===== src/rtl/useg_pkg.sv =====
// useg_pkg: shared types, codes and widths of the utterance segmenter
// no dependencies; compile first
package useg_pkg;

  localparam int unsigned CMD_W     = 3;
  localparam int unsigned MS_W      = 16;
  localparam int unsigned CNT_W     = 32;
  localparam int unsigned CFG_IDX_W = 1;
  localparam int unsigned CFG_DAT_W = 16;

  // event codes carried on the input channel
  typedef enum logic [CMD_W-1:0] {
    CMD_SPEECH_START  = 3'd0,
    CMD_SPEECH_ACTIVE = 3'd1,
    CMD_SPEECH_END    = 3'd2,
    CMD_SILENCE       = 3'd3,
    CMD_FRAME_TICK    = 3'd4,
    CMD_CHUNK_DONE    = 3'd5
  } cmd_t;

  typedef enum logic [1:0] {
    PH_IDLE   = 2'd0,
    PH_STREAM = 2'd1,
    PH_POST   = 2'd2
  } phase_t;

  // configuration register indexes
  typedef enum logic [CFG_IDX_W-1:0] {
    CFG_POST_ROLL   = 1'b0,
    CFG_UPLOADER_EN = 1'b1
  } cfg_reg_t;

  typedef struct packed {
    phase_t           phase;
    logic [CNT_W-1:0] utt_count;
    logic [CNT_W-1:0] chunk_count;
    logic [CNT_W-1:0] duration;
    logic [MS_W-1:0]  post_left;
  } state_t;

  typedef struct packed {
    logic             ok;
    phase_t           phase;
    logic             started;
    logic             ended;
    logic [CNT_W-1:0] utterance_number;
    logic [CNT_W-1:0] chunks;
    logic [CNT_W-1:0] utt_duration;
    logic             upload_active;
  } result_t;

endpackage


===== src/rtl/useg_if.sv =====
// useg channel interfaces: input events, results and configuration writes
// depends on useg_pkg for field widths
interface useg_in_if;
  logic                          valid;
  logic                          ready;
  logic [useg_pkg::CMD_W-1:0]    cmd;
  logic [useg_pkg::MS_W-1:0]     frame_ms;
  logic                          start_ok;

  modport source (output valid, cmd, frame_ms, start_ok, input ready);
  modport sink   (input valid, cmd, frame_ms, start_ok, output ready);
endinterface

interface useg_out_if;
  logic                          valid;
  logic                          ready;
  logic                          ok;
  logic [1:0]                    phase;
  logic                          started;
  logic                          ended;
  logic [useg_pkg::CNT_W-1:0]    utterance_number;
  logic [useg_pkg::CNT_W-1:0]    chunks;
  logic [useg_pkg::CNT_W-1:0]    utt_duration;
  logic                          upload_active;

  modport source (output valid, ok, phase, started, ended, utterance_number, chunks,
                  utt_duration, upload_active, input ready);
  modport sink   (input valid, ok, phase, started, ended, utterance_number, chunks,
                  utt_duration, upload_active, output ready);
endinterface

interface useg_cfg_if;
  logic                              valid;
  logic                              ready;
  logic [useg_pkg::CFG_IDX_W-1:0]    index;
  logic [useg_pkg::CFG_DAT_W-1:0]    data;

  modport source (output valid, index, data, input ready);
  modport sink   (input valid, index, data, output ready);
endinterface


===== src/rtl/useg_step.sv =====
// useg_step: next-state and result logic for one event
// depends on useg_pkg
module useg_step (
  input  useg_pkg::state_t               st,
  input  logic [useg_pkg::CMD_W-1:0]     cmd,
  input  logic [useg_pkg::MS_W-1:0]      frame_ms,
  input  logic                           start_ok,
  input  logic [useg_pkg::MS_W-1:0]      post_roll_ms,
  input  logic                           uploader_en,
  output useg_pkg::state_t               st_nxt,
  output useg_pkg::result_t              res
);
  import useg_pkg::*;

  logic             ok;
  logic             started;
  logic             ended;
  logic [CNT_W-1:0] dur_sum;

  assign dur_sum = st.duration + {{(CNT_W-MS_W){1'b0}}, frame_ms};

  always_comb begin
    st_nxt  = st;
    ok      = 1'b1;
    started = 1'b0;
    ended   = 1'b0;
    case (cmd_t'(cmd))
      CMD_SPEECH_START: begin
        if (st.phase == PH_IDLE) begin
          if (!uploader_en) begin
            ok = 1'b0;
          end else begin
            st_nxt.utt_count   = st.utt_count + CNT_W'(1);
            st_nxt.chunk_count = '0;
            st_nxt.duration    = '0;
            st_nxt.post_left   = '0;
            if (start_ok) begin
              st_nxt.phase = PH_STREAM;
              started      = 1'b1;
            end else begin
              ok = 1'b0;
            end
          end
        end else if (st.phase == PH_POST) begin
          st_nxt.phase     = PH_STREAM;
          st_nxt.post_left = '0;
        end
      end
      CMD_SPEECH_ACTIVE: begin
        if (st.phase == PH_STREAM) st_nxt.duration = dur_sum;
      end
      CMD_SPEECH_END: begin
        if (st.phase == PH_STREAM) begin
          if (post_roll_ms == '0) begin
            st_nxt.phase     = PH_IDLE;
            st_nxt.post_left = '0;
            ended            = uploader_en;
            ok               = uploader_en;
          end else begin
            st_nxt.phase     = PH_POST;
            st_nxt.post_left = post_roll_ms;
          end
        end
      end
      CMD_FRAME_TICK: begin
        if (st.phase == PH_POST) begin
          st_nxt.duration = dur_sum;
          if (st.post_left <= frame_ms) begin
            st_nxt.phase     = PH_IDLE;
            st_nxt.post_left = '0;
            ended            = uploader_en;
          end else begin
            st_nxt.post_left = st.post_left - frame_ms;
          end
        end
      end
      CMD_CHUNK_DONE: begin
        if (st.phase inside {PH_STREAM, PH_POST})
          st_nxt.chunk_count = st.chunk_count + CNT_W'(1);
      end
      default: begin
        // silence and unused codes leave the state alone
      end
    endcase
  end

  always_comb begin
    res.ok               = ok;
    res.phase            = st_nxt.phase;
    res.started          = started;
    res.ended            = ended;
    res.utterance_number = st_nxt.utt_count;
    res.chunks           = st_nxt.chunk_count;
    res.utt_duration     = st_nxt.duration;
    res.upload_active    = (st_nxt.phase == PH_STREAM) || (st_nxt.phase == PH_POST);
  end

endmodule


===== src/rtl/utterance_segmenter.sv =====
// utterance_segmenter: top level, input register, state, result register
// depends on useg_pkg, useg_if and useg_step
//
// Turns a stream of voice-activity events into numbered utterances. Every
// accepted event yields exactly one result: whether it succeeded, the phase
// after the event (idle, streaming, post-roll), start and end strobes, and
// the number, chunk count and duration of the current or last utterance.
// An event is taken in every cycle when the result side keeps up; its result
// is presented on the result channel once the event has passed through the
// input register and the step logic has loaded the result register, and the
// combinational step logic updates the segmenter state in place, so
// consecutive events see each other's effects with no gap.
// A stalled result holds the pipeline and drops in_ch.ready only once both
// registers are full. Configuration writes are always taken (cfg_ch.ready is
// tied high) and should be made while no event is in flight. Counters wrap
// modulo 2^32.
module utterance_segmenter (
  input logic       clk,
  input logic       rst_n,
  useg_in_if.sink   in_ch,
  useg_out_if.source out_ch,
  useg_cfg_if.sink  cfg_ch
);
  import useg_pkg::*;

  // configuration registers
  logic [MS_W-1:0]  post_roll_r;
  logic             upl_en_r;

  // input register
  logic             s1_valid_r;
  logic [CMD_W-1:0] s1_cmd_r;
  logic [MS_W-1:0]  s1_fms_r;
  logic             s1_sok_r;

  // segmenter state and result register
  state_t           st_r;
  state_t           st_nxt;
  result_t          res_nxt;
  result_t          res_r;
  logic             out_valid_r;

  logic             advance;
  logic             in_xfer;

  // the result register can take a new value when empty or being drained
  assign advance      = !out_valid_r || out_ch.ready;
  assign in_ch.ready  = !s1_valid_r || advance;
  assign in_xfer      = in_ch.valid && in_ch.ready;
  assign cfg_ch.ready = 1'b1;

  // configuration writes
  always_ff @(posedge clk) begin
    if (!rst_n) begin
      post_roll_r <= '0;
      upl_en_r    <= 1'b0;
    end else if (cfg_ch.valid) begin
      case (cfg_reg_t'(cfg_ch.index))
        CFG_POST_ROLL:   post_roll_r <= cfg_ch.data;
        CFG_UPLOADER_EN: upl_en_r    <= cfg_ch.data[0];
        default: begin
        end
      endcase
    end
  end

  // input register: holds one event until the step logic consumes it
  always_ff @(posedge clk) begin
    if (!rst_n) begin
      s1_valid_r <= 1'b0;
    end else if (in_ch.ready) begin
      s1_valid_r <= in_ch.valid;
    end
  end

  always_ff @(posedge clk) begin
    if (in_xfer) begin
      s1_cmd_r <= in_ch.cmd;
      s1_fms_r <= in_ch.frame_ms;
      s1_sok_r <= in_ch.start_ok;
    end
  end

  useg_step u_step (
    .st           (st_r),
    .cmd          (s1_cmd_r),
    .frame_ms     (s1_fms_r),
    .start_ok     (s1_sok_r),
    .post_roll_ms (post_roll_r),
    .uploader_en  (upl_en_r),
    .st_nxt       (st_nxt),
    .res          (res_nxt)
  );

  // state commits in the same cycle that the result is registered
  always_ff @(posedge clk) begin
    if (!rst_n) begin
      st_r.phase       <= PH_IDLE;
      st_r.utt_count   <= '0;
      st_r.chunk_count <= '0;
      st_r.duration    <= '0;
      st_r.post_left   <= '0;
      out_valid_r      <= 1'b0;
    end else if (advance) begin
      out_valid_r <= s1_valid_r;
      if (s1_valid_r) st_r <= st_nxt;
    end
  end

  always_ff @(posedge clk) begin
    if (advance && s1_valid_r) res_r <= res_nxt;
  end

  // result channel
  assign out_ch.valid            = out_valid_r;
  assign out_ch.ok               = res_r.ok;
  assign out_ch.phase            = res_r.phase;
  assign out_ch.started          = res_r.started;
  assign out_ch.ended            = res_r.ended;
  assign out_ch.utterance_number = res_r.utterance_number;
  assign out_ch.chunks           = res_r.chunks;
  assign out_ch.utt_duration     = res_r.utt_duration;
  assign out_ch.upload_active    = res_r.upload_active;

endmodule


===== src/flat_wrapper.sv =====
// flat-port wrapper written by rule: the top's interface ports become plain ports
module utterance_segmenter_flat import useg_pkg::*;
  (clk, rst_n, in_ch_valid, in_ch_cmd, in_ch_frame_ms, in_ch_start_ok, in_ch_ready, out_ch_valid, out_ch_ok, out_ch_phase, out_ch_started, out_ch_ended, out_ch_utterance_number, out_ch_chunks, out_ch_utt_duration, out_ch_upload_active, out_ch_ready, cfg_ch_valid, cfg_ch_index, cfg_ch_data, cfg_ch_ready);
  useg_in_if in_ch_i ();
  useg_out_if out_ch_i ();
  useg_cfg_if cfg_ch_i ();
  input logic clk;
  input logic rst_n;
  input wire logic [$bits(in_ch_i.valid)-1:0] in_ch_valid;
  input wire logic [$bits(in_ch_i.cmd)-1:0] in_ch_cmd;
  input wire logic [$bits(in_ch_i.frame_ms)-1:0] in_ch_frame_ms;
  input wire logic [$bits(in_ch_i.start_ok)-1:0] in_ch_start_ok;
  output wire logic [$bits(in_ch_i.ready)-1:0] in_ch_ready;
  output wire logic [$bits(out_ch_i.valid)-1:0] out_ch_valid;
  output wire logic [$bits(out_ch_i.ok)-1:0] out_ch_ok;
  output wire logic [$bits(out_ch_i.phase)-1:0] out_ch_phase;
  output wire logic [$bits(out_ch_i.started)-1:0] out_ch_started;
  output wire logic [$bits(out_ch_i.ended)-1:0] out_ch_ended;
  output wire logic [$bits(out_ch_i.utterance_number)-1:0] out_ch_utterance_number;
  output wire logic [$bits(out_ch_i.chunks)-1:0] out_ch_chunks;
  output wire logic [$bits(out_ch_i.utt_duration)-1:0] out_ch_utt_duration;
  output wire logic [$bits(out_ch_i.upload_active)-1:0] out_ch_upload_active;
  input wire logic [$bits(out_ch_i.ready)-1:0] out_ch_ready;
  input wire logic [$bits(cfg_ch_i.valid)-1:0] cfg_ch_valid;
  input wire logic [$bits(cfg_ch_i.index)-1:0] cfg_ch_index;
  input wire logic [$bits(cfg_ch_i.data)-1:0] cfg_ch_data;
  output wire logic [$bits(cfg_ch_i.ready)-1:0] cfg_ch_ready;
  assign in_ch_i.valid = in_ch_valid;
  assign in_ch_i.cmd = in_ch_cmd;
  assign in_ch_i.frame_ms = in_ch_frame_ms;
  assign in_ch_i.start_ok = in_ch_start_ok;
  assign in_ch_ready = in_ch_i.ready;
  assign out_ch_valid = out_ch_i.valid;
  assign out_ch_ok = out_ch_i.ok;
  assign out_ch_phase = out_ch_i.phase;
  assign out_ch_started = out_ch_i.started;
  assign out_ch_ended = out_ch_i.ended;
  assign out_ch_utterance_number = out_ch_i.utterance_number;
  assign out_ch_chunks = out_ch_i.chunks;
  assign out_ch_utt_duration = out_ch_i.utt_duration;
  assign out_ch_upload_active = out_ch_i.upload_active;
  assign out_ch_i.ready = out_ch_ready;
  assign cfg_ch_i.valid = cfg_ch_valid;
  assign cfg_ch_i.index = cfg_ch_index;
  assign cfg_ch_i.data = cfg_ch_data;
  assign cfg_ch_ready = cfg_ch_i.ready;
  utterance_segmenter u_core (.clk(clk), .rst_n(rst_n), .in_ch(in_ch_i), .out_ch(out_ch_i), .cfg_ch(cfg_ch_i));
endmodule

===== config.mk =====
export PLATFORM = sky130hd
export DESIGN_NAME = utterance_segmenter_flat
export DESIGN_NICKNAME = d
export VERILOG_FILES = /design/src/rtl/useg_pkg.sv /design/src/rtl/useg_if.sv /design/src/rtl/useg_step.sv /design/src/rtl/utterance_segmenter.sv /design/src/flat_wrapper.sv
export SDC_FILE = /design/constraint.sdc
export NUM_CORES = 1
export LEC_CHECK = 0
export BUFFER_PORTS_ARGS = -buffer_cell sky130_fd_sc_hd__buf_2
export CORE_MARGIN = 10
export CORE_UTILIZATION = 40
export CTS_BUF_LIST = sky130_fd_sc_hd__clkbuf_4 sky130_fd_sc_hd__clkbuf_8
export CTS_CLUSTER_SIZE = 8
export DETAILED_ROUTE_END_ITERATION = 12
export GPL_TIMING_DRIVEN = 0
export SETUP_SLACK_MARGIN = 0.15
export SKIP_CTS_REPAIR_TIMING = 1
export SYNTH_ARGS = -nofsm -noshare
export SYNTH_HDL_FRONTEND = slang
export SYNTH_SLANG_ARGS = --single-unit

===== constraint.sdc =====
create_clock -name clk -period 6.5 [get_ports clk]
set_clock_uncertainty 0.05 [all_clocks]
set_input_delay 1.3 -clock clk [delete_from_list [all_inputs] [get_ports clk]]
set_output_delay 1.3 -clock clk [all_outputs]
set_load 0.01 [all_outputs]

==> results.toml, run 1 <==
[die]
num_rows = 65
fp.dieH_um = 200.0
initial_core_util_pct = 40.78
die_x_um = 200.0
ios = 147
die_area_mm2 = 0.04002
core_region_area_mm2 = 0.03180

[timing]
finalHoldViolCount = 0
rsz0062_at_grt = "no"
fin_crit_ps = 3690
fmax_mhz = 271.0
finalSetupViolCount = 0
worst_pin_slew_ps = 1005
relSlewSlack_pct = 33.02
worst_slack_ps = 2810
finalMaxSlewViolations = 0
tns_ps = 0
fin_crit_sh_pct = 56.78

[finish]
final_common_cell = "nand2_1"
finalNetCount = 1678
n_fill_cell = 3085
areaGrowthSynthToFinish_pct = 17.78
drive_above_1_share_pct = 15.92
layout_common_cells = "164 x nand2_1, 155 x buf_2, 133 x dfxtp_1"
stdcell_count = 2068
n_antenna_cell = 0

[worst_setup_path]
arrival_ps = 3870
critPathLaunchType = "primary input"
end_kind = "flop"
cp_max_fo = 70
critPathKind = "primary input to flop"
required_ps = 6680

[place]
dpl.hpwl_mm = 27.98
pre_cts_ws_ps = 2179
io_buffers = 145
dp.cells = 1984
gp_congestion = 0.9140

[global_route]
grt_pass1_vias = 10640
antenna_found_initial = 0
overflow = 0
grt_pass1_wl_mm = 59.63
grtUsageTotal_pct = 18.89
grt_max_degree = 71

[logic_synthesis]
ys_types = 71
synth_area_per_cell_um2 = 9.242
netlist_instances = 1403
seq_area_frac_synth_pct = 48.79
syn_area_mm2 = 0.01297
synthFlopType = "dfxtp_1"
synth_fp_nets = 1485
async_reset_ff_share_pct = 0
ys_ff_latch = 255
synth_edf_count = 122
yosys_warnings = 0

[detailed_routing]
wl_per_cell_um = 18.67
drt-initial-drc-count = 906
via_count = 11370
drt.antenna.violating_nets = 0
drt-total-wl_mm = 38.62
first_pass_iters = 6
detail_route.drc_violations = 0
via_per_inst = 5.496

[run_status]
status = "completed"

[pwr]
irDropWorstVdd_mv = 0.1355
p_per_area_mw_per_mm2 = 243.9
p_leak_uw = 0.005865

[clocking]
cts_sinks = 255
clk_pin_slew_worst_paths_ps = 60
cts_buffer_depth = 3
cts_buffers = 45
cts.htree.levels = 2
cts_root_buffer = "clkbuf_8"
clk_latency_ps = 570
cts_tree = "done"

[worst_hold_path]
hold_path.class = "flop to flop"

[flow_run]
max-cap-violations = 0
per-layer routing:
layer | part of all wire [%] | vias to the layer above | global-route usage (%)
met4 | 2.1 | 0 | 5.384
li1 | - | 5517 | -
met1 | 45 | 5423 | 25.23
met3 | 6.3 | 56 | 3.131
met2 | 46 | 370 | 30.88
met5 | 0 | - | 0
worst paths after layout:
kind	start	endpoint	slack (ps)	depth (start not counted)
worst max-delay path	out_ch_ready	u_core.out_ch.phase[1]	2810	7
worst min-delay path	u_core.post_roll_r[12]	u_core.post_roll_r[12]	420	2
worst max register to register	u_core.s1_fms_r[0]	u_core.st_r[11]	3100	10
worst min register to register	u_core.post_roll_r[12]	u_core.post_roll_r[12]	420	2
synthesized netlist by cell type, types with 24 or more instances:
master,count,area share (%)
nor3_1,38,1.5
a21oi_1,103,4.0
dfxtp_1,133,21
xor2_1,28,1.9
xnor2_1,44,3.0
nand4_1,28,1.4
nand3_1,58,2.2
clkbuf_1,55,1.6
a31oi_1,28,1.4
ha_1,38,3.7
o21ai_0,102,3.9
and3_1,25,1.2
nand2_1,164,4.7
edfxtp_1,122,28
or3_1,30,1.4
nor2_1,118,3.4
inv_1,42,1.2
nand2b_1,24,1.2
per-stage QoR:
stage	hold WS, ps	total power [µW]	util (%)	area (µm²)
2_1_floorplan	399.1	1983	-	12970
3_3_place_gp	411.4	2108	44.77	14240
3_5_place_dp	413.9	2109	44.87	14270
4_1_cts	422.0	3758	48.03	15270
5_1_grt	446.6	3868	48.03	15270
6_report	420.0	3725	48.03	15270
kinds of logic (layout without fill, tap and decap cells):
kind of cell / after synthesis / count (layout) / synth area share (%)
muxes: 8 / 8 / 0.6272
AOI/OAI and AO/OA: 367 / 367 / 17.68
buffers and inverters: 116 / 346 / 3.561
other: 1 / 1 / 0.02892
DFF: 255 / 255 / 48.79
xor gates and xnor gates: 72 / 72 / 4.863
adders and majority gates: 40 / 40 / 3.976
and+or+nand+nor: 544 / 544 / 20.48
registers in the layout, summed over array words and instances, names as in the netlist:
register,flops
u_core.st_r,114
u_core.out_ch.chunks,32
u_core.out_ch.utt_duration,32
u_core.out_ch.utterance_number,32
u_core.post_roll_r,16
u_core.s1_fms_r,16
u_core.s1_cmd_r,3
u_core.out_ch.phase,2
u_core.out_ch.ended,1
u_core.out_ch.ok,1
u_core.out_ch.started,1
u_core.out_ch.upload_active,1
u_core.out_ch.valid,1
u_core.s1_sok_r,1
u_core.s1_valid_r,1
u_core.upl_en_r,1
worst max-delay path, stage by stage:
cell	delay (ps)
buf_2	70
nor2b_1	60
nand2b_1	250
clkinv_1	280
clkbuf_1	740
clkbuf_4	730
buf_16	370
final cells by class:
type | instances | area (µm²) | area share, %
Sequential cell | 255 | 6326 | 41.42
Clock inverter | 15 | 155.1 | 1.016
Tap cell | 435 | 544.3 | 3.564
Timing Repair Buffer | 146 | 753.2 | 4.932
Inverter | 44 | 165.2 | 1.081
Clock buffer | 69 | 849.6 | 5.563
Multi-Input combinational cell | 1032 | 6178 | 40.46
Buffer | 72 | 300.3 | 1.966
report_power, final:
| group | internal, µW | leakage (µW) | total (µW) | switching, µW |
|---|---|---|---|---|
| logic | 103 | 0.00311 | 304 | 201 |
| registers | 1740 | 0.00222 | 1770 | 33.0 |
| clock network | 959 | 0.000537 | 1650 | 690 |
| total | 2800 | 0.00586 | 3720 | 925 |
(Power assumes the default switching activity.)
==> run 2, diff against run 1 <==
Clock period 6.5 ns to 3.1 ns, I/O delays scaled along.
==> run 2 against run 1 <==
  * Sequential power grew 110%
  * Routed wire length down 0.81%
  * Cell count is 0.24% higher
  * Critical path type is now flop to flop
  * Largest cell class unchanged
  * Largest power group unchanged
==> results.toml, run 2 (same netlist as run 1, synthesis figures left out) <==
[detailed_routing]
drt-total-wl_mm = 38.30
via_per_inst = 5.453
drt-initial-drc-count = 1093
via_count = 11310
detail_route.drc_violations = 0
wl_per_cell_um = 18.48
first_pass_iters = 6
drt.antenna.violating_nets = 0

[clocking]
clk_latency_ps = 570
cts_buffer_depth = 3
clk_pin_slew_worst_paths_ps = 70
cts_root_buffer = "clkbuf_8"
cts_buffers = 44
cts_sinks = 255
cts.htree.levels = 2
cts_tree = "done"

[global_route]
met1_usage_pct = 25.04
gr-usage-met2_pct = 29.20
grtUsageTotal_pct = 18.48
grt_util_met3_pct = 2.997
grt_pass1_wl_mm = 58.59
overflow = 0
top_usage_layer = "met2"
grt_pass1_vias = 10660
antenna_found_initial = 0
grt_max_degree = 112

[finish]
largest_register_ffs = 114
multi_input_area_mm2 = 0.006320
layout_common_cells = "164 x nand2_1, 153 x buf_2, 131 x dfxtp_1"
areaGrowthSynthToFinish_pct = 18.83
drive_above_1_share_pct = 17.58
regMostFlops = "u_core.st_r"
finalNetCount = 1685
final_common_cell = "nand2_1"
seq_area_mm2 = 0.006329
n_fill_cell = 3068
n_antenna_cell = 0
postLayoutCoreUtil_pct = 48.45

[place]
gp_congestion = 0.8951
dpl.hpwl_mm = 27.69
io_buffers = 145
pre_cts_ws_ps = -346.2

[worst_setup_path]
critPathKind = "flop to flop"
end_kind = "flop"
cp_max_fo = 6
crit_buf_inv = 1
cp_cell_sequence = "ha_2 -> fa_1 -> nand2b_4 -> a211oi_4 -> o31a_1 -> o31ai_4 -> nor3_4 -> buf_6 -> a22oi_1 -> a211oi_1"
cpPeakStageDelay_ps = 500
critPathLaunchType = "flop"
required_ps = 3520
path_delay_family = "compound AO/OA/AOI/OAI gates"
crit_slowest_cell = "edfxtp_1"
arrival_ps = 3270

[die]
die_x_um = 200.0
initial_core_util_pct = 40.78
die_area_mm2 = 0.04002
num_rows = 65
core_region_area_mm2 = 0.03180
ios = 147
fp.dieH_um = 200.0

[timing]
fin_crit_sh_pct = 92.13
worst_pin_slew_ps = 1040
finalSetupViolCount = 0
finalHoldViolCount = 0
fin_crit_ps = 2856
fmax_mhz = 350.1
rsz0062_at_grt = "yes"
relSlewSlack_pct = 30.66
worst_slack_ps = 244.0
whs_ps = 178.9
finalMaxSlewViolations = 0

[pwr]
irDropWorstVdd_mv = 0.2544
p_per_area_mw_per_mm2 = 490.7
switchingPower_uw = 1902
p_sw_share_pct = 25.15
power_frac_seq_pct = 49.1
p_leak_uw = 0.005921
p_clk_share_pct = 42.3
comb_power_share_pct = 8.6
p_int_uw = 5659
p_total_uw = 7560

[flow_run]
max-cap-violations = 0

[run_status]
status = "completed"

[worst_hold_path]
hold_path.class = "primary input to flop"
-- run 2: cell count changes in the layout (fill, tap and decap cells not counted), sizes merged --
cell / before / now
buf: 161 / 169
clkbuf: 126 / 121
clkinv: 11 / 13
bufinv: 3 / 2
clkinvlp: 0 / 1
-- run 2: metal layers --
metal	wire length, µm	up-vias
li1	-	5533
met1	17440	5332
met2	17450	374
met3	2480	66
met4	935	0
met5	0	-
-- run 2: area by class of cell --
class / count / area share (%)
plain buffers: 72 / 2.185
clock buffers: 64 / 5.067
clock inverters: 17 / 0.8771
inverters: 44 / 1.072
multi-input cells: 1032 / 41.02
flip-flops and latches: 255 / 41.08
well taps: 435 / 3.533
repair buffers: 154 / 5.173
-- run 2: worst paths after layout --
path / from / endpoint / slack [ps] / cells after the start
max: u_core.s1_fms_r[0] / u_core.st_r[12] / 240 / 10
min: in_ch_frame_ms[5] / u_core.s1_fms_r[5] / 180 / 1
max reg2reg: u_core.s1_fms_r[0] / u_core.st_r[12] / 240 / 10
min reg2reg: u_core.post_roll_r[2] / u_core.post_roll_r[2] / 420 / 2
-- run 2: power by group through the flow --
stage	clock network (µW)	logic (µW)	registers, µW
2_1_floorplan	0	352	3800
4_1_cts	3280	634	3710
6_report	3200	648	3710
5_1_grt	3420	711	3730
3_3_place_gp	0	624	3780
3_5_place_dp	0	631	3790
-- run 2: per-stage QoR --
stage	area (µm²)	cells	TNS, ps
after detailed placement	14250	1983	-42220
final	15410	2073	0
after global placement	14240	1983	-96290
after CTS	15160	2064	-6431
after global routing	15410	2073	0
after floorplan	12970	1403	0
